===== src/rtl/core/tpri_pkg.sv =====
// shared types and constants of the timed parameter ramp interpolator
package tpri_pkg;

  localparam int unsigned VALUE_W    = 32;
  localparam int unsigned TIME_W     = 32;
  localparam int unsigned MAX_LANES  = 4;
  localparam int unsigned KIND_W     = 2;
  localparam int unsigned COUNT_W    = 3;
  localparam int unsigned CFG_IDX_W  = 2;
  localparam int unsigned CFG_DATA_W = 3;

  typedef enum logic [1:0] {
    OP_TICK   = 2'd0,
    OP_START  = 2'd1,
    OP_TARGET = 2'd2,
    OP_LOAD   = 2'd3
  } opcode_e;

  typedef enum logic [KIND_W-1:0] {
    KIND_BOOL   = 2'd0,
    KIND_INT    = 2'd1,
    KIND_FLOAT  = 2'd2,
    KIND_COLOUR = 2'd3
  } kind_e;

  localparam logic [CFG_IDX_W-1:0] CFG_VALUE_KIND = 2'd0;
  localparam logic [CFG_IDX_W-1:0] CFG_LANE_COUNT = 2'd1;

  localparam logic [COUNT_W-1:0] LANE_COUNT_RST = 3'd1;

endpackage


===== src/rtl/core/tpri_lane.sv =====
// one interpolation lane: registered product, then rounding toward zero and offset
module tpri_lane import tpri_pkg::*; #(
  parameter int unsigned FRACTION_BITS = 16
) (
  input  logic                     clk_i,
  input  logic                     en_i,
  input  logic [VALUE_W-1:0]       start_i,
  input  logic [VALUE_W-1:0]       target_i,
  input  logic [FRACTION_BITS:0]   frac_i,
  output logic [VALUE_W-1:0]       res_o
);

  localparam int unsigned DW = VALUE_W + 1;
  localparam int unsigned FW = FRACTION_BITS + 1;
  localparam int unsigned PW = DW + FW + 1;

  logic signed [DW-1:0] diff;
  logic signed [PW-1:0] prod_d, prod_q;
  logic signed [PW-1:0] bias;
  logic signed [PW-1:0] shifted;

  assign diff   = $signed({target_i[VALUE_W-1], target_i})
                - $signed({start_i[VALUE_W-1], start_i});
  assign prod_d = PW'(diff) * PW'($signed({1'b0, frac_i}));

  always_ff @(posedge clk_i) begin
    if (en_i) begin
      prod_q <= prod_d;
    end
  end

  // negative products get one minus an lsb added so the shift truncates toward zero
  assign bias    = prod_q[PW-1] ? $signed(PW'((64'd1 << FRACTION_BITS) - 64'd1)) : '0;
  assign shifted = (prod_q + bias) >>> FRACTION_BITS;
  assign res_o   = start_i + shifted[VALUE_W-1:0];

endmodule


===== config.mk =====
export PLATFORM = sky130hd
export DESIGN_NAME = tpri_lane
export DESIGN_NICKNAME = d
export VERILOG_FILES = /design/src/rtl/core/tpri_pkg.sv /design/src/rtl/core/tpri_lane.sv
export SDC_FILE = /design/constraint.sdc
export NUM_CORES = 2
export LEC_CHECK = 0
export ABC_AREA = 0
export BUFFER_PORTS_ARGS = -buffer_cell sky130_fd_sc_hd__clkbuf_2
export CORE_MARGIN = 5
export CORE_UTILIZATION = 50
export DETAILED_ROUTE_END_ITERATION = 8
export PLACE_DENSITY_LB_ADDON = 0.15
export SYNTH_ARGS = -nofsm -noshare
export SYNTH_HDL_FRONTEND = slang
export SYNTH_SLANG_ARGS = --single-unit

===== constraint.sdc =====
create_clock -name clk_i -period 8.9 [get_ports clk_i]
set_input_delay 0.89 -clock clk_i [delete_from_list [all_inputs] [get_ports clk_i]]
set_output_delay 0.89 -clock clk_i [all_outputs]
set_load 0.02 [all_outputs]

# After elaboration in Yosys (flattened, before gate mapping)
# Cells that the tools add are included.
[classes]
addsub = 3
n_mul = 1
mux = 1
[op_table]
columns = ["op", "n"]
rows = [
  ["$mul 33x18->51", 1],
  ["$add 48x17->48", 1],
  ["$sub 32x32->33", 1],
  ["$add 32x32->32", 1],
  ["$mux 16", 1],
]
[totals]
output_inout_bits = 32
register_bits = 51
in_bits = 83

# Logic depth before layout (Yosys ltp)
[logic_depth]
ltp_word = 3
ltp_mapped = 35
ltp_nobuf = 33

# Worst setup path before layout
# Ideal clock, no wire load.
[synth_timing]
path_type = "input -> register"
start = "input start_i[8]"
end = "register prod_q[46], data pin"
slack_ns = 0.346
arrival_time_ns = 8.296
path_buffers = 2
t_required_ns = 8.642
cell_stages = 32
path_cell_list = "inv_1 > ha_1 > a21o_1 > a21oi_2 > nor2_1 > a311o_1 > or4b_4 > nand3_2 > a31oi_1 > or3_1 > buf_6 > and3_2 > fa_1 > inv_1 > fa_1 > fa_1 > inv_1 > fa_1 > fa_1 > inv_1 > fa_1 > inv_1 > ha_1 > clkbuf_1 > nand3_1 > nor2b_1 > o2111ai_1 > a21o_1 > o31ai_1 > a211oi_1 > mux2i_1 > nand2_1"
[synth_between]
elab_chain_cells = 2
[synth_rtl]
columns = ["element", "line", "text"]
rows = [
  ["from (decl)", "tpri_lane.sv:7", "input logic [VALUE_W-1:0] start_i,"],
  ["$sub 32x32->33", "tpri_lane.sv:23", "- $signed({start_i[VALUE_W-1], start_i});"],
  ["$mul 33x18->51", "tpri_lane.sv:24", "assign prod_d = PW'(diff) * PW'($signed({1'b0, frac_i}));"],
  ["net prod_d[46]", "tpri_lane.sv:18", "logic signed [PW-1:0] prod_d, prod_q;"],
  ["to (signal assigned)", "tpri_lane.sv:28", "prod_q <= prod_d;"],
  ["to (decl)", "tpri_lane.sv:18", ""],
]
# The timed path passes the listed nets, and every way through them passes these cells.
# A chain may end at the register's enable or synchronous reset.

# Worst setup path in the final report
[layout_timing]
start = "input start_i[1]"
end = "register prod_q[46], data pin"
# Same word-level chain as after synthesis.

==> key figures <==
Floorplanning
  • Die ar.: 58470 um2
  • I/O pin cnt: 115
  • Die Span X: 241.8 um
  • Row Count: 85
  • Core area: 53500 um2
  • Starting density of the core: 0.5022
  • DIE HEIGHT: 241.8 um

Yosys
  • Synth top area share: 0.4009
  • Cell taking the most area after synthesis: fa_1
  • Synth top area cells: fa_1 40%, inv_1 9.4%, ha_1 9.2%
  • Post-synth top cells: 674 x inv_1, 538 x fa_1, 426 x nand2_1, 198 x ha_1, 185 x and2_1
  • Register area share after synthesis: 0.05477
  • Post-synth ARST share: 0
  • Area of the mapped netlist: 26870 um2
  • Most frequent cell after synthesis: inv_1
  • Mapped Cells: 3125
  • Most used DFF post-synth: edfxtp_1
  • EDFF count, synth: 49
  • Net Count, Synth: 3944
  • Synth Warn #: 0
  • Synth Area per Inst: 8.597 um2
  • Unique masters post-synth: 74
  • Seq cells post-synth: 49

Placement
  • Detail Placement HPWL: 65.65 mm
  • Cells after DPL: 4092
  • IO Port Bufs: 114
  • Placer Congestion: 0.9460

Clock tree
  • Cts hold-fix bufs: 0
  • Sink Count: 49
  • TritonCTS buffer count: 5
  • CTS Root Buffer Type: clkbuf_16
  • Clock tree buffer depth: 2
  • TritonCTS clock tree: yes
  • Clk pin slew, worst setup/hold paths: 70 ps
  • H-tree depth reported by CTS: 2

Drt
  • Via density per instance: 5.429
  • Final wirelength: 78.03 mm
  • Drt wl/cell: 18.97 um
  • Detailed Routing Iterations Pass 1: 6
  • Routed Antenna Nets: 0
  • DRT iter0 DRCs: 1150
  • DRC viols: 0
  • Via Count: 22.34k

STA
  • Final Max Tran Viols: 0
  • Slew Limit Headroom: 0.2077
  • RSZ-0062 raised after global routing: yes
  • Worst slew pin tran: 1188 ps
  • Fin crit period: 8708 ps
  • Max Fclk: 114.8 MHz
  • Tcrit/Tclk final: 0.9784
  • # setup viols final: 0
  • Endpoints failing hold: 0

Final layout
  • Final cell count without fillers: 4114
  • Max reg flops: 49
  • Largest Register: prod_q
  • Layout cells sized above 1: 0.1645
  • P&R area growth vs syn: 14.76%
  • # fillers: 4947
  • Top Registers: prod_q (49)
  • Fin nets: 4235

Setup path
  • WP data arrival: 8770 ps
  • Crit path from: start_i[1]
  • Crit path buf inv count: 10
  • Startpoint types: input port
  • Req. time, crit path: 8970 ps
  • Crit Path Max Fanout: 7
  • Worst setup endpoint: prod_q[46]
  • Critical path's slowest cell: or4b_4
  • Kind of cell adding the most delay to the critical path: adder cells
  • Kind of critical path: in -> reg
  • Max incr delay on CP: 620 ps
  • CP Depth: 36
  • Worst path most repeated cell: fa_1
  • CP endpoint kind: flop

Global route
  • Initial antenna violation count: 3
  • Vias in the first global route: 24.63k
  • First-pass GRT wire length: 127.0 mm
  • GRT Overall Usage: 0.2698
  • Congestion Overflow GR: 0
  • Largest net degree at the start of global routing: 69

Hold path
  • Min-delay src: en_i
  • Worst Hold Class: in -> reg

Flow run
  • Max-cap violations: 0

Run status
  • Status: completed
==> routing by layer <==
layer	track usage	vias up	wire, um
met2	0.5122	576	41790
li1	-	10240	-
met4	0.1198	4	4102
met3	0.02970	194	3277
met5	0	-	27
met1	0.3043	11330	28830
==> cell usage in the layout (no fill, tap or decap), types with 41 or more instances in the layout <==
cell type and instances:
buf_4 301, nand2b_1 56, a21oi_1 102, xnor2_1 82, a21o_1 52, o21ai_0 44, nand2_1 425, edfxtp_1 49
nor2_1 83, inv_1 673, fa_1 534, nand3_1 41, clkbuf_2 114, and2_1 184, ha_1 193
==> metrics by stage <==
stage          worst slack [ps]  hold slack, ps    util  TNS, ps  area, um2
4_1_cts                  -1.118            1221  0.5673   -1.118      30350
6_report                  191.9            1200  0.5764        0      30830
3_5_place_dp             -537.1            1548  0.5637    -5641      30160
3_3_place_gp             -469.7            1534  0.5637    -4158      30160
5_1_grt                  -147.2            1247  0.5763   -561.6      30830
2_1_floorplan             345.8            1003       -        0      26870
==> kinds of logic after synthesis <==
family | after synthesis | share of synthesized area
AO/OA/AOI/OAI | 377 | 0.09273
XOR/XNOR | 122 | 0.03977
adder cells (fa/ha/maj) | 736 | 0.4931
buffers and inverters | 823 | 0.1167
flip-flops | 49 | 0.05477
multiplexers | 53 | 0.02175
AND/OR/NAND/NOR | 965 | 0.1812
==> layout make-up <==
| class | instances | area (um2) | share of cell area |
|---|---|---|---|
| inverter | 675 | 2534 | 0.08218 |
| tap | 696 | 870.8 | 0.02824 |
| multi-input combinational | 2253 | 22670 | 0.7352 |
| timing repair buffer | 432 | 3136 | 0.1017 |
| clock inverter | 3 | 25.02 | 0.0008116 |
| clock buffer | 5 | 125.1 | 0.004058 |
| sequential | 49 | 1471 | 0.04772 |
| antenna | 1 | 2.502 | 0.00008116 |
==> timing repair <==
item | in CTS | in global routing
pin swaps | 1 | 26
gates resized for setup | 9 | 76
buffers inserted | 0 | 13
endpoints found under the setup margin | 8 | 24
==> worst min path at each step <==
stage / to / depth (start not counted)
2_1_floorplan: prod_q[0] / 0
3_3_place_gp: prod_q[4] / 2
3_5_place_dp: prod_q[8] / 2
4_1_cts: prod_q[8] / 2
5_1_grt: prod_q[8] / 2
6_report: prod_q[8] / 2
Power is left out: the tool's default activity adds up to more than one toggle a clock period on the data nets, which glitch-free logic cannot reach.
