--- config.mk ---
export PLATFORM = sky130hd
export DESIGN_NAME = tpri_merge
export DESIGN_NICKNAME = d
export VERILOG_FILES = /design/src/rtl/core/tpri_pkg.sv /design/src/rtl/core/tpri_merge.sv
export SDC_FILE = /design/constraint.sdc
export NUM_CORES = 1
export LEC_CHECK = 0
export ABC_AREA = 0
export BUFFER_PORTS_ARGS = -buffer_cell sky130_fd_sc_hd__buf_4
export CELL_PAD_IN_SITES_DETAIL_PLACEMENT = 1
export CELL_PAD_IN_SITES_GLOBAL_PLACEMENT = 2
export CORE_MARGIN = 2
export CORE_UTILIZATION = 10
export DETAILED_ROUTE_END_ITERATION = 8
export PLACE_DENSITY_LB_ADDON = 0.2
export SLEW_MARGIN = 15
export SYNTH_ARGS = -nofsm -noshare
export SYNTH_HDL_FRONTEND = slang
export SYNTH_SLANG_ARGS = --single-unit
--- constraint.sdc ---
create_clock -name vclk -period 1.1
set_input_delay 0.11 -clock vclk [all_inputs]
set_output_delay 0.11 -clock vclk [all_outputs]
set_load 0.02 [all_outputs]
--- src/rtl/core/tpri_pkg.sv ---
// shared types and constants of the timed parameter ramp interpolator
package tpri_pkg;

  localparam int unsigned VALUE_W    = 32;
  localparam int unsigned TIME_W     = 32;
  localparam int unsigned MAX_LANES  = 4;
  localparam int unsigned KIND_W     = 2;
  localparam int unsigned COUNT_W    = 3;
  localparam int unsigned CFG_IDX_W  = 2;
  localparam int unsigned CFG_DATA_W = 3;

  typedef enum logic [1:0] {
    OP_TICK   = 2'd0,
    OP_START  = 2'd1,
    OP_TARGET = 2'd2,
    OP_LOAD   = 2'd3
  } opcode_e;

  typedef enum logic [KIND_W-1:0] {
    KIND_BOOL   = 2'd0,
    KIND_INT    = 2'd1,
    KIND_FLOAT  = 2'd2,
    KIND_COLOUR = 2'd3
  } kind_e;

  localparam logic [CFG_IDX_W-1:0] CFG_VALUE_KIND = 2'd0;
  localparam logic [CFG_IDX_W-1:0] CFG_LANE_COUNT = 2'd1;

  localparam logic [COUNT_W-1:0] LANE_COUNT_RST = 3'd1;

endpackage

--- src/rtl/core/tpri_merge.sv ---
// combines lane results according to value kind and active lane count
module tpri_merge import tpri_pkg::*; #(
  parameter int unsigned LANES         = 4,
  parameter int unsigned FRACTION_BITS = 16
) (
  input  kind_e                    kind_i,
  input  logic [COUNT_W-1:0]       lane_count_i,
  input  logic [FRACTION_BITS:0]   frac_i,
  input  logic                     start_bit_i,
  input  logic                     target_bit_i,
  input  logic [VALUE_W-1:0]       lerp_i [LANES],
  output logic [VALUE_W-1:0]       res_o  [LANES]
);

  localparam logic [FRACTION_BITS:0] HALF = (FRACTION_BITS + 1)'(1) << (FRACTION_BITS - 1);
  localparam logic [COUNT_W-1:0]     NMAX = COUNT_W'(LANES);

  logic [COUNT_W-1:0] n_act;
  logic               bool_bit;

  always_comb begin
    case (kind_i)
      KIND_BOOL:   n_act = '0;
      KIND_INT:    n_act = COUNT_W'(1);
      KIND_FLOAT: begin
        if (lane_count_i == '0) begin
          n_act = COUNT_W'(1);
        end else if (lane_count_i > NMAX) begin
          n_act = NMAX;
        end else begin
          n_act = lane_count_i;
        end
      end
      KIND_COLOUR: n_act = NMAX;
      default:     n_act = NMAX;
    endcase
  end

  assign bool_bit = (frac_i > HALF) ? target_bit_i : start_bit_i;

  always_comb begin
    for (int i = 0; i < LANES; i++) begin
      res_o[i] = (COUNT_W'(i) < n_act) ? lerp_i[i] : '0;
    end
    if (kind_i == KIND_BOOL) begin
      res_o[0] = VALUE_W'(bool_bit);
    end
  end

endmodule

# == After elaboration in Yosys (flattened, before gate mapping) ==
# Index checks and enable logic that the tools add are counted.
# totals
word_cells,20
out_inout_bits,128
inputBits,152
register_bits,0
# op_classes
reduce_logical,2
order_cmp,6
muxes,9
eq_ne,3
# op_table
cell,count
32-bit two-way mux,5
"17-bit by 16-bit > comparator with 1-bit output, second input constant",1
3-bit one-hot mux with 4 select lines,1
"1-bit by 3-bit < comparator with 1-bit output, first input constant",2
"2-bit by 3-bit < comparator with 1-bit output, first input constant",2
3-bit two-way mux,2
"2-bit == test, second input constant",2
"3-bit > comparator, second input constant",1
3-bit logical NOT,1
"2-bit by 1-bit == test with 1-bit output, second input constant",1
2-bit logical NOT,1
1-bit two-way mux,1

# == Depth between registers and ports, before layout ==
# depth
ltp_word,7
ltp_mapped,4
mapped_depth_nobuf,4

# == Least setup slack after synthesis ==
# Ideal clock, no wire load.
# synth_timing
path_kind,input port to output port
from,in frac_i[0]
to,out res_o[96] (netlist bit)
setup_slack_ps,34
cell_stages,4
t_arrival_ps,956
path_buffers,0
t_required_ps,990
path_cell_list,nor4b_1 -> nand4_1 -> mux2i_1 -> mux2_2
# synth_lines
element,line,source
from (decl),tpri_merge.sv:8,"input logic [FRACTION_BITS:0] frac_i,"
to (decl),tpri_merge.sv:12,output logic [VALUE_W-1:0] res_o [LANES]

==> out/qor.txt <==
RUN STATUS
---------------------------------------------------------------------------------------
Result of the run ........................................................ complete, but fails checks
Violations in the final reports .......................................... negative setup slack

FINAL LAYOUT
---------------------------------------------------------------------------------------
Leading cell type in the layout, fill and taps excluded .................. sky130_fd_sc_hd__buf_4
Nets .....................................................................          591
Top library cells by usage in the layout, fill and taps aside ............ sky130_fd_sc_hd__buf_4, sky130_fd_sc_hd__buf_6, sky130_fd_sc_hd__and2_4, sky130_fd_sc_hd__and2_1, sky130_fd_sc_hd__and2b_1
Proportion of layout cells with a drive suffix above 1 ...................       0.8444
Sequential cells .........................................................            0
Fillers ..................................................................         1248
Area growth from synthesis to layout .....................................       276.7%
Layout clock buffer count ................................................            0
Number of antenna diodes .................................................            0
Final standard cell count with taps included and fillers excluded ........          573
Sequential Area ..........................................................        0 um2

STA
---------------------------------------------------------------------------------------
Final worst setup slack ..................................................   -0.1626 ns
Endpoints failing setup ..................................................           33
Fraction of the cycle the final worst path needs .........................        1.148
Final Max Tran Viols .....................................................            0
Number of endpoints with negative hold slack in the final report .........            0
Final hold slack .........................................................    0.5215 ns
Total negative slack .....................................................    -2.429 ns
Crit path time final .....................................................     1.263 ns
Max_slew headroom ........................................................       0.8386
Unrepaired setup endpoints after global routing ..........................          yes
Worst Max-Slew Pin Slew ..................................................    0.2421 ns
Timing-limited maximum frequency .........................................   0.7920 GHz

HOLD PATH
---------------------------------------------------------------------------------------
Worst-case hold path end point ...........................................     res_o[2]
Origin of the worst min-delay path .......................................    lerp_i[2]
Worst min-delay path class ...............................................       in2out
Number of cells traversed by the worst hold path .........................            3

GLOBAL ROUTE
---------------------------------------------------------------------------------------
GR Layer Usage met1 ......................................................       0.1364
Largest net degree at the start of global routing ........................           17
Met2 GRT Util ............................................................       0.2664
Combined global-route utilization of all metal layers ....................       0.1293
Antenna violations before repair .........................................            0
Global-route wire length before repair ...................................     11940 um
Remaining Overflow, GRT ..................................................            0
Met3 usage ...............................................................      0.03450
Number of global-route vias before repair ................................         2191
Most Used Layer, Global Route ............................................         met2

WORST SETUP PATH
---------------------------------------------------------------------------------------
Crit path max-delay family ............................................... multiplexers
Number of buffer and inverter instances along the worst setup path .......            2
Peak fanout along the critical path ......................................            1
Critical path capture point type .........................................  output port
Worst setup SP type ......................................................    input pin
Data required time of the critical path ..................................      0.99 ns
Max stage delay on crit path .............................................      0.26 ns
Max stage delay cell, worst path ......................................... sky130_fd_sc_hd__mux2_4
Type of the worst setup path .............................................       in2out
Signal arrival time at the worst endpoint ................................      1.15 ns
Critical-path cell list .................................................. buf_4, nor4b_4, nand4_1, mux2i_1, mux2_4, buf_6

SYNTHESIS
---------------------------------------------------------------------------------------
Number of standard cells after synthesis .................................          153
Share of synthesized cell area in and, or, nand and nor gates ............       0.8591
Share of synthesized area spent on multiplexers ..........................      0.03842
Post-synthesis average cell area .........................................    7.025 um2
Combinational family with the most area after synthesis .................. simple AND/OR/NAND/NOR gates
Synth Area in Adders .....................................................            0
Ys Warns .................................................................            0
Area fraction in compound gates after synthesis ..........................      0.03958
Post-synthesis instance area .............................................     1075 um2
Post-synthesis net count .................................................          305
Distinct cell type count of the synthesized netlist ......................           16
Sequential area share after synthesis ....................................            0
Post-synthesis share of cell area spent on xor and xnor gates ............            0

FLOORPLANNING
---------------------------------------------------------------------------------------
Die outline height .......................................................     107.7 um
Number of primary I/O pins ...............................................          280
Die span in x ............................................................     107.7 um
Die area .................................................................    11590 um2
Core box area ............................................................    10370 um2
Row count ................................................................           37
Starting Density .........................................................       0.1036

POWER AND IR DROP
---------------------------------------------------------------------------------------
Leakage dissipation ......................................................     2.170 nW
Final Total Pwr ..........................................................     1.971 mW
Max rail drop VDD ........................................................     169.9 uV
Power per cell area ...................................................... 486.8 nW/um2

JOB
---------------------------------------------------------------------------------------
# Max-Cap Violations .....................................................            0

CLOCK NETWORK
---------------------------------------------------------------------------------------
Hold-fix buffers at CTS ..................................................            0

PLACE
---------------------------------------------------------------------------------------
Dpl cells ................................................................          562
Final Wtd Congestion .....................................................       0.7616
Buffers on Ports .........................................................          280
Hpwl dp ..................................................................      6752 um

ROUTE
---------------------------------------------------------------------------------------
Residual antenna-violating net count after detailed routing ..............            0
Post-detailed-route wirelength per cell ..................................     15.75 um
Number of violations reported at the end of detailed-routing iteration 0 .           34
Pre-antenna DRT Iters ....................................................            3
Via count of the routed design ...........................................         2199
Via-per-instance ratio ...................................................        3.838
Count of unresolved DRC violations after routing .........................            0
Overall routed net length ................................................      9025 um

==> worst max-delay path by stage <==
stage	startpoint	end	cells after the start
5_1_grt	frac_i[14]	res_o[96]	6
2_1_floorplan	frac_i[0]	res_o[96]	4
3_5_place_dp	frac_i[0]	res_o[96]	6
3_3_place_gp	frac_i[0]	res_o[96]	6
4_1_cts	frac_i[14]	res_o[96]	6
6_report	frac_i[1]	res_o[96]	6
==> power by group <==
| group | internal, mW | total (mW) | switching (mW) | leakage, nW |
|---|---|---|---|---|
| Sequential | 0 | 0 | 0 | 0 |
| Combinational | 1.15 | 1.97 | 0.817 | 2.17 |
| Clock | 0 | 0 | 0 | 0 |
| Total | 1.15 | 1.97 | 0.817 | 2.17 |
==> final cells by class <==
cell class | count | area [um2] | area share
timing repair buffer | 290 | 2585 | 0.6384
multi-input combinational | 147 | 1294 | 0.3195
tap | 136 | 170.2 | 0.04203
==> Yosys cell counts <==
cell                       count  share of area
sky130_fd_sc_hd__mux2_2        1          0.010
sky130_fd_sc_hd__and2_4       21           0.17
sky130_fd_sc_hd__o31a_2        1         0.0093
sky130_fd_sc_hd__nor4b_1       1         0.0082
sky130_fd_sc_hd__nand4_1       1         0.0058
sky130_fd_sc_hd__buf_6         3          0.031
sky130_fd_sc_hd__mux2i_1       3          0.028
sky130_fd_sc_hd__and2_2        4          0.028
sky130_fd_sc_hd__nor4_1        3          0.017
sky130_fd_sc_hd__and2b_1      24           0.17
sky130_fd_sc_hd__o21a_4        1          0.014
sky130_fd_sc_hd__nor2b_1       7          0.041
sky130_fd_sc_hd__nor2_1        2         0.0070
sky130_fd_sc_hd__and2_1       71           0.41
sky130_fd_sc_hd__a31o_4        1          0.016
sky130_fd_sc_hd__clkbuf_1      9          0.031
==> repair_timing <==
| action | in CTS | in global routing |
|---|---|---|
| gates cloned | 5 | 4 |
| gates resized for setup | 74 | 70 |
| setup endpoints to repair | 99 | 79 |
| buffers inserted | 0 | 2 |
| endpoints found under the hold margin | 0 | 0 |
| pin swaps | 33 | 27 |
==> cell families (layout without fill, tap and decap cells) <==
family / after synthesis / in the layout
buffers and inverters: 12 / 290
multiplexers: 4 / 4
AND/OR/NAND/NOR: 134 / 134
AO/OA/AOI/OAI: 3 / 9
==> routing by layer <==
metal | vias up | routed length (um)
met2 | 146 | 5125
li1 | 1056 | -
met5 | - | 0
met3 | 0 | 1012
met4 | 0 | 0
met1 | 997 | 2886
==> metrics by stage <==
step	instance area, um2	util	worst slack [ns]
after global placement	3357	0.3237	-0.2716
final	4049	0.3904	-0.1626
after floorplan	1075	-	0.03428
after global routing	4049	0.3904	-0.1953
after detailed placement	3357	0.3237	-0.2703
after CTS	3729	0.3596	-0.1675
Note: power is estimated with default switching activity, not from simulation.
