`src/rtl/core/tpri_pkg.sv`:
```
// shared types and constants of the timed parameter ramp interpolator
package tpri_pkg;

  localparam int unsigned VALUE_W    = 32;
  localparam int unsigned TIME_W     = 32;
  localparam int unsigned MAX_LANES  = 4;
  localparam int unsigned KIND_W     = 2;
  localparam int unsigned COUNT_W    = 3;
  localparam int unsigned CFG_IDX_W  = 2;
  localparam int unsigned CFG_DATA_W = 3;

  typedef enum logic [1:0] {
    OP_TICK   = 2'd0,
    OP_START  = 2'd1,
    OP_TARGET = 2'd2,
    OP_LOAD   = 2'd3
  } opcode_e;

  typedef enum logic [KIND_W-1:0] {
    KIND_BOOL   = 2'd0,
    KIND_INT    = 2'd1,
    KIND_FLOAT  = 2'd2,
    KIND_COLOUR = 2'd3
  } kind_e;

  localparam logic [CFG_IDX_W-1:0] CFG_VALUE_KIND = 2'd0;
  localparam logic [CFG_IDX_W-1:0] CFG_LANE_COUNT = 2'd1;

  localparam logic [COUNT_W-1:0] LANE_COUNT_RST = 3'd1;

endpackage

```
`src/rtl/core/tpri_div.sv`:
```
// restoring divider for the fraction increment, one quotient bit per cycle
module tpri_div import tpri_pkg::*; #(
  parameter int unsigned FRACTION_BITS = 16
) (
  input  logic                     clk_i,
  input  logic                     rst_ni,
  input  logic                     start_i,
  input  logic [TIME_W-1:0]        num_i,
  input  logic [TIME_W-1:0]        den_i,
  output logic                     busy_o,
  output logic [FRACTION_BITS-1:0] quot_o
);

  localparam int unsigned CW = $clog2(FRACTION_BITS + 1);

  logic                     busy_q, busy_d;
  logic [CW-1:0]            cnt_q, cnt_d;
  logic [TIME_W-1:0]        rem_q, rem_d;
  logic [FRACTION_BITS-1:0] quot_q, quot_d;
  logic [TIME_W:0]          rem2;
  logic                     take;

  // remainder stays below the divisor, so doubling fits one extra bit
  assign rem2 = {rem_q, 1'b0};
  assign take = rem2 >= {1'b0, den_i};

  always_comb begin
    busy_d = busy_q;
    cnt_d  = cnt_q;
    rem_d  = rem_q;
    quot_d = quot_q;
    if (start_i) begin
      busy_d = 1'b1;
      cnt_d  = CW'(FRACTION_BITS);
      rem_d  = num_i;
      quot_d = '0;
    end else if (busy_q) begin
      rem_d  = take ? TIME_W'(rem2 - {1'b0, den_i}) : rem2[TIME_W-1:0];
      quot_d = {quot_q[FRACTION_BITS-2:0], take};
      cnt_d  = cnt_q - CW'(1);
      if (cnt_q == CW'(1)) begin
        busy_d = 1'b0;
      end
    end
  end

  always_ff @(posedge clk_i or negedge rst_ni) begin
    if (!rst_ni) begin
      busy_q <= 1'b0;
      cnt_q  <= '0;
    end else begin
      busy_q <= busy_d;
      cnt_q  <= cnt_d;
    end
  end

  always_ff @(posedge clk_i) begin
    rem_q  <= rem_d;
    quot_q <= quot_d;
  end

  assign busy_o = busy_q;
  assign quot_o = quot_q;

endmodule

```
`config.mk`:
```
export PLATFORM = sky130hd
export DESIGN_NAME = tpri_div
export DESIGN_NICKNAME = d
export VERILOG_FILES = /design/src/rtl/core/tpri_pkg.sv /design/src/rtl/core/tpri_div.sv
export SDC_FILE = /design/constraint.sdc
export NUM_CORES = 1
export LEC_CHECK = 0
export ABC_AREA = 1
export BUFFER_PORTS_ARGS = -buffer_cell sky130_fd_sc_hd__buf_2
export CAP_MARGIN = 5
export CORE_MARGIN = 2
export CORE_UTILIZATION = 50
export DETAILED_ROUTE_END_ITERATION = 10
export PLACE_DENSITY = 0.72
export SLEW_MARGIN = 30
export SYNTH_ARGS = -nofsm -noshare
export SYNTH_HDL_FRONTEND = slang
export SYNTH_SLANG_ARGS = --single-unit
```
`constraint.sdc`:
```
create_clock -name clk_i -period 2.6 [get_ports clk_i]
set_input_delay 0.26 -clock clk_i [delete_from_list [all_inputs] [get_ports clk_i]]
set_output_delay 0.26 -clock clk_i [all_outputs]
set_load 0.1 [all_outputs]
```
# Yosys cells after proc, flatten, opt, wreduce, memory -nomap -nowiden
# Cells that the tools add are included.
[word_totals] output_inout_bits=17 in_bits=67 ff_bits=54
[op_classes] muxes=8 order_cmp=1 eq_ne=1 n_addsub=2 n_reduce_logical=1
[op_table] cell="32-bit 2-to-1 mux" count=3
[op_table] cell="33-bit by 32-bit >= comparator with 1-bit output" count=1
[op_table] cell="32-bit subtractor" count=1
[op_table] cell="5-bit 2-to-1 mux" count=2
[op_table] cell="5-bit by 1-bit equality test with 1-bit output (second input constant)" count=1
[op_table] cell="5-bit by 1-bit subtractor with 5-bit output (second input constant)" count=1
[op_table] cell="1-bit 2-to-1 mux" count=3
[op_table] cell="2-bit nonzero test" count=1

# Depth between registers and ports, before layout
[depth] ltp_word=4 depth_mapped=17 mapped_depth_nobuf=16

# Worst setup path before layout
# OpenSTA, ideal clock, no wires.
[synth_path] kind="register to register" start="register busy_q (netlist: busy_o)" end="register rem_q[0] (enable)" n_path_buf=1 path_slack_ps=-266 arrival_ps=2457 stages_incl_launch_ff=4 period_less_slack_ps=2866 cell_sequence="dfrtp_1 -> nor2_1 -> clkinv_1 -> clkbuf_1"
[synth_via] elab_chain_cells=1
[synth_rtl] element="start: declaration" line="tpri_div.sv:16" text="logic busy_q, busy_d;"
[synth_rtl] element="start signal: assignment" line="tpri_div.sv:52" text="busy_q <= busy_d;"
[synth_rtl] element="2-bit nonzero test (no line)"
[synth_rtl] element="end signal: assignment" line="tpri_div.sv:58" text="rem_q <= rem_d;"
[synth_rtl] element="end: declaration" line="tpri_div.sv:18" text="logic [TIME_W-1:0] rem_q, rem_d;"
# Every way passes these cells.
# A chain may end at the register's enable or synchronous reset.

# Worst setup path after layout
[layout_path] start="register rem_q[26]" end="register rem_q[30], data pin"
[layout_via] elab_chain_cells=4
[layout_rtl] element="32-bit subtractor or 33-bit by 32-bit >= comparator with 1-bit output (tied branches)" line="tpri_div.sv:38, tpri_div.sv:25"
[layout_rtl] element="32-bit 2-to-1 mux (*)" line="tpri_div.sv:38" text="rem_d = take ? TIME_W'(rem2 - {1'b0, den_i}) : rem2[TIME_W-1:0];"
[layout_rtl] element="32-bit 2-to-1 mux (*)" line="tpri_div.sv:37" text="end else if (busy_q) begin"
[layout_rtl] element="32-bit 2-to-1 mux (*)" line="tpri_div.sv:32" text="if (start_i) begin"
[layout_rtl] element="named net rem_d[30]" line="tpri_div.sv:18"
# Mark *: on every way through the listed nets, which the timed path passes. The rest lies on a longest branch. The select of a mux whose other input is x is not followed.

==> results.json <==
{
  "status": "finished clean",
  "grt_max_degree": 37,
  "sw_frac_of_total_pct": 50.9,
  "synth.distinct_cells": 36,
  "clock_sink_count": 54,
  "tightest_slew_ns": 0.499,
  "startpoint_type": "flop",
  "grt.overflow.total": 0,
  "yosysMostFrequentCell": "nand2_1",
  "tns_ns": 0,
  "clockPowerShare_pct": 8.9,
  "netlist_area_mm2": 0.00530,
  "maxCapViolCount": 0,
  "intPower_uw": 2980,
  "antenna_left": 0,
  "synth_area_per_cell_um2": 6.11,
  "drive_gt1_share_pct": 12.4,
  "skew_ns": 0.00882,
  "power_switching_uw": 3090,
  "via_count": 5288,
  "core_area_mm2": 0.0103,
  "grt_pass1_wl_um": 23000,
  "die_area_mm2": 0.0114,
  "p_total_uw": 6070,
  "layout.nets": 1050,
  "synth-edff-count": 32,
  "p_per_area_mw_per_mm2": 1010,
  "htree_levels": 2,
  "slew_headroom_pct": 66.6,
  "drt_pass1_iterations": 6,
  "multi_input_area_mm2": 0.00306,
  "place_hpwl_um": 10900,
  "die_height_um": 107,
  "dr_wl_met3_um": 641,
  "wl_per_cell_um": 12.5,
  "pwr-share-seq_pct": 22.8,
  "clock_latency_ns": 0.32,
  "cts_buffer_depth": 2,
  "final_max_slew_viol_count": 0,
  "synthFlopType": "edfxtp_1",
  "min_path_type": "primary input to flop",
  "cts_tree": "yes",
  "fp.dieW_um": 107,
  "total_leakage_power_uw": 0.00348,
  "drc": 0,
  "ys_async_sr_fraction_pct": 11.1,
  "cts_buffers": 5,
  "crit_type": "flop to flop",
  "synth_seq_area_share_pct": 27.0,
  "place_congestion": 0.953,
  "period_minus_slack_ns": 2.39,
  "period_share_pct": 92.0,
  "syn_inst": 867,
  "ctsRootBufferMaster": "clkbuf_8",
  "wl_met2_um": 5960,
  "setup_violations": 0,
  "fillCellCount": 1108,
  "path_max_fanout": 31,
  "synth_top_area_share_pct": 23.9,
  "grtUsageTotal_pct": 25.0,
  "ys_ff_latch": 54,
  "antenna_cells": 0,
  "start_util_pct": 51.3,
  "critPathArrivalTime_ns": 2.49,
  "synth_top_area_cell": "nand2_1",
  "grt_setup_unrepaired": "no",
  "core.rowCount": 37,
  "clk_pin_slew_ns": 0.12,
  "ys_top_cells_by_count": "nand2_1, inv_1, nand3_1, nor2_1, ha_1",
  "drtIter0Drc": 258,
  "r2r_setup_slack_ns": 0.21,
  "syn_nets": 969,
  "portBuffers": 83,
  "crit_path_end_kind": "flop",
  "met1Wirelength_um": 6650,
  "register_area_mm2": 0.00143,
  "pin_count": 84,
  "grt_pass1_vias": 4879,
  "max-vdd-ir-drop_mv": 0.368,
  "yosys_warnings": 0,
  "synthTopCellsByArea": "nand2_1, edfxtp_1, inv_1",
  "routed_wl_um": 13600,
  "fmax_ghz": 0.418,
  "required_ns": 2.70,
  "syn_to_final_growth_pct": 12.9,
  "combPwrFrac_pct": 68.2,
  "vias_per_cell": 4.87,
  "dr.max_layer_used": "met4",
  "antenna_found_initial": 0,
  "cts_setup_buffers": 0,
  "finalHoldViolCount": 0
}
critical path, stage by stage, from the launching register on:
cell,delay (ns)
edfxtp_1,0.43
ha_1,0.36
nand2_1,0.18
inv_1,0.06
nand2_1,0.09
nand2_1,0.05
a21oi_1,0.18
nand2_1,0.12
nor2_4,0.15
buf_12,0.21
nand3_1,0.10
nand2_1,0.07
clkinv_1,0.06
nand2_1,0.07
nand2_1,0.05
layer usage:
metal  vias up  GRT usage (%)
met5         -              0
li1       2831              -
met1      2304           35.0
met4         0           6.77
met2       132           40.9
met3        21           2.86
state kept, by name (all words and copies together), names as in the netlist:
signal / cells
rem_q: 32
busy_o: 1
cnt_q: 5
quot_o: 16
timing repair:
item / 4_1_cts / 5_1_grt
resized for setup: 0 / 2
hold buffers: 1 / 0
endpoints found under the setup margin: 0 / 8
endpoints found under the hold margin: 6 / 0
worst paths after layout:
path | start | end | cells past startpoint
max | rem_q[26] | rem_q[30] | 14
min | num_i[30] | rem_q[30] | 3
max reg2reg | rem_q[26] | rem_q[30] | 14
min reg2reg | quot_o[15] | quot_o[15] | 2
max in group asynchronous | rst_ni | cnt_q[1] | 2
min in group asynchronous | rst_ni | busy_o | 2
final cells by class:
type	instances	share of cell area, %
Multi-Input combinational cell	609	51.1
Tap cell	136	2.84
Clock buffer	5	1.15
Clock inverter	3	0.481
Inverter	186	11.7
Sequential cell	54	23.9
Timing Repair Buffer	92	8.80
cells by family (layout without fill, tap and decap cells):
kind of cell / count (synthesis) / in the layout / share of synthesized area [%]
AND/OR/NAND/NOR: 513 / 513 / 41.9
buffers and inverters: 204 / 286 / 15.3
flip-flops: 54 / 54 / 27.0
AO/OA/AOI/OAI: 47 / 47 / 5.08
adder cells (fa/ha/maj): 35 / 35 / 8.41
XOR/XNOR: 14 / 14 / 2.31
power by group through the flow:
stage               sequential [µW]  clock, µW  combinational (µW)
finish                         1390        541                4140
floorplan                      1460          0                3110
global placement               1400          0                4090
global route                   1420        598                4700
detailed placement             1400          0                4100
CTS                            1380        566                4130
cells in the final DEF, fill, tap and decap left out, drive strengths merged:
cell type    netlist  layout
a21oi             20      20
a31oi              1       1
and2               5       5
buf               11      91
clkbuf             7       5
clkinv             5       7
dfrtp              6       6
dfxtp             16      16
dlygate4sd3        0       1
edfxtp            32      32
fa                 1       1
ha                34      34
inv              181     182
nand2            343     343
nand3             75      75
nand3b            25      25
nand4             10      10
nor2              51      51
nor3               2       2
nor4               1       1
o21a               2       2
o21ai              7       7
o21bai             2       2
o22ai             15      15
or2                1       1
xnor2             13      13
xor2               1       1
metrics by stage:
step | worst slack, ns | cell area (µm²) | utilization [%] | std cells | hold WS [ns]
floorplan | 0.291 | 5300 | - | 867 | -0.0356
detailed placement | 0.231 | 5870 | 56.9 | 1076 | 0.0947
global placement | 0.269 | 5870 | 56.9 | 1076 | 0.0970
global route | 0.0552 | 5980 | 58.0 | 1085 | 0.188
finish | 0.209 | 5980 | 58.0 | 1085 | 0.195
CTS | 0.201 | 5980 | 57.9 | 1085 | 0.186
Note: power is estimated with default switching activity, not from simulation.
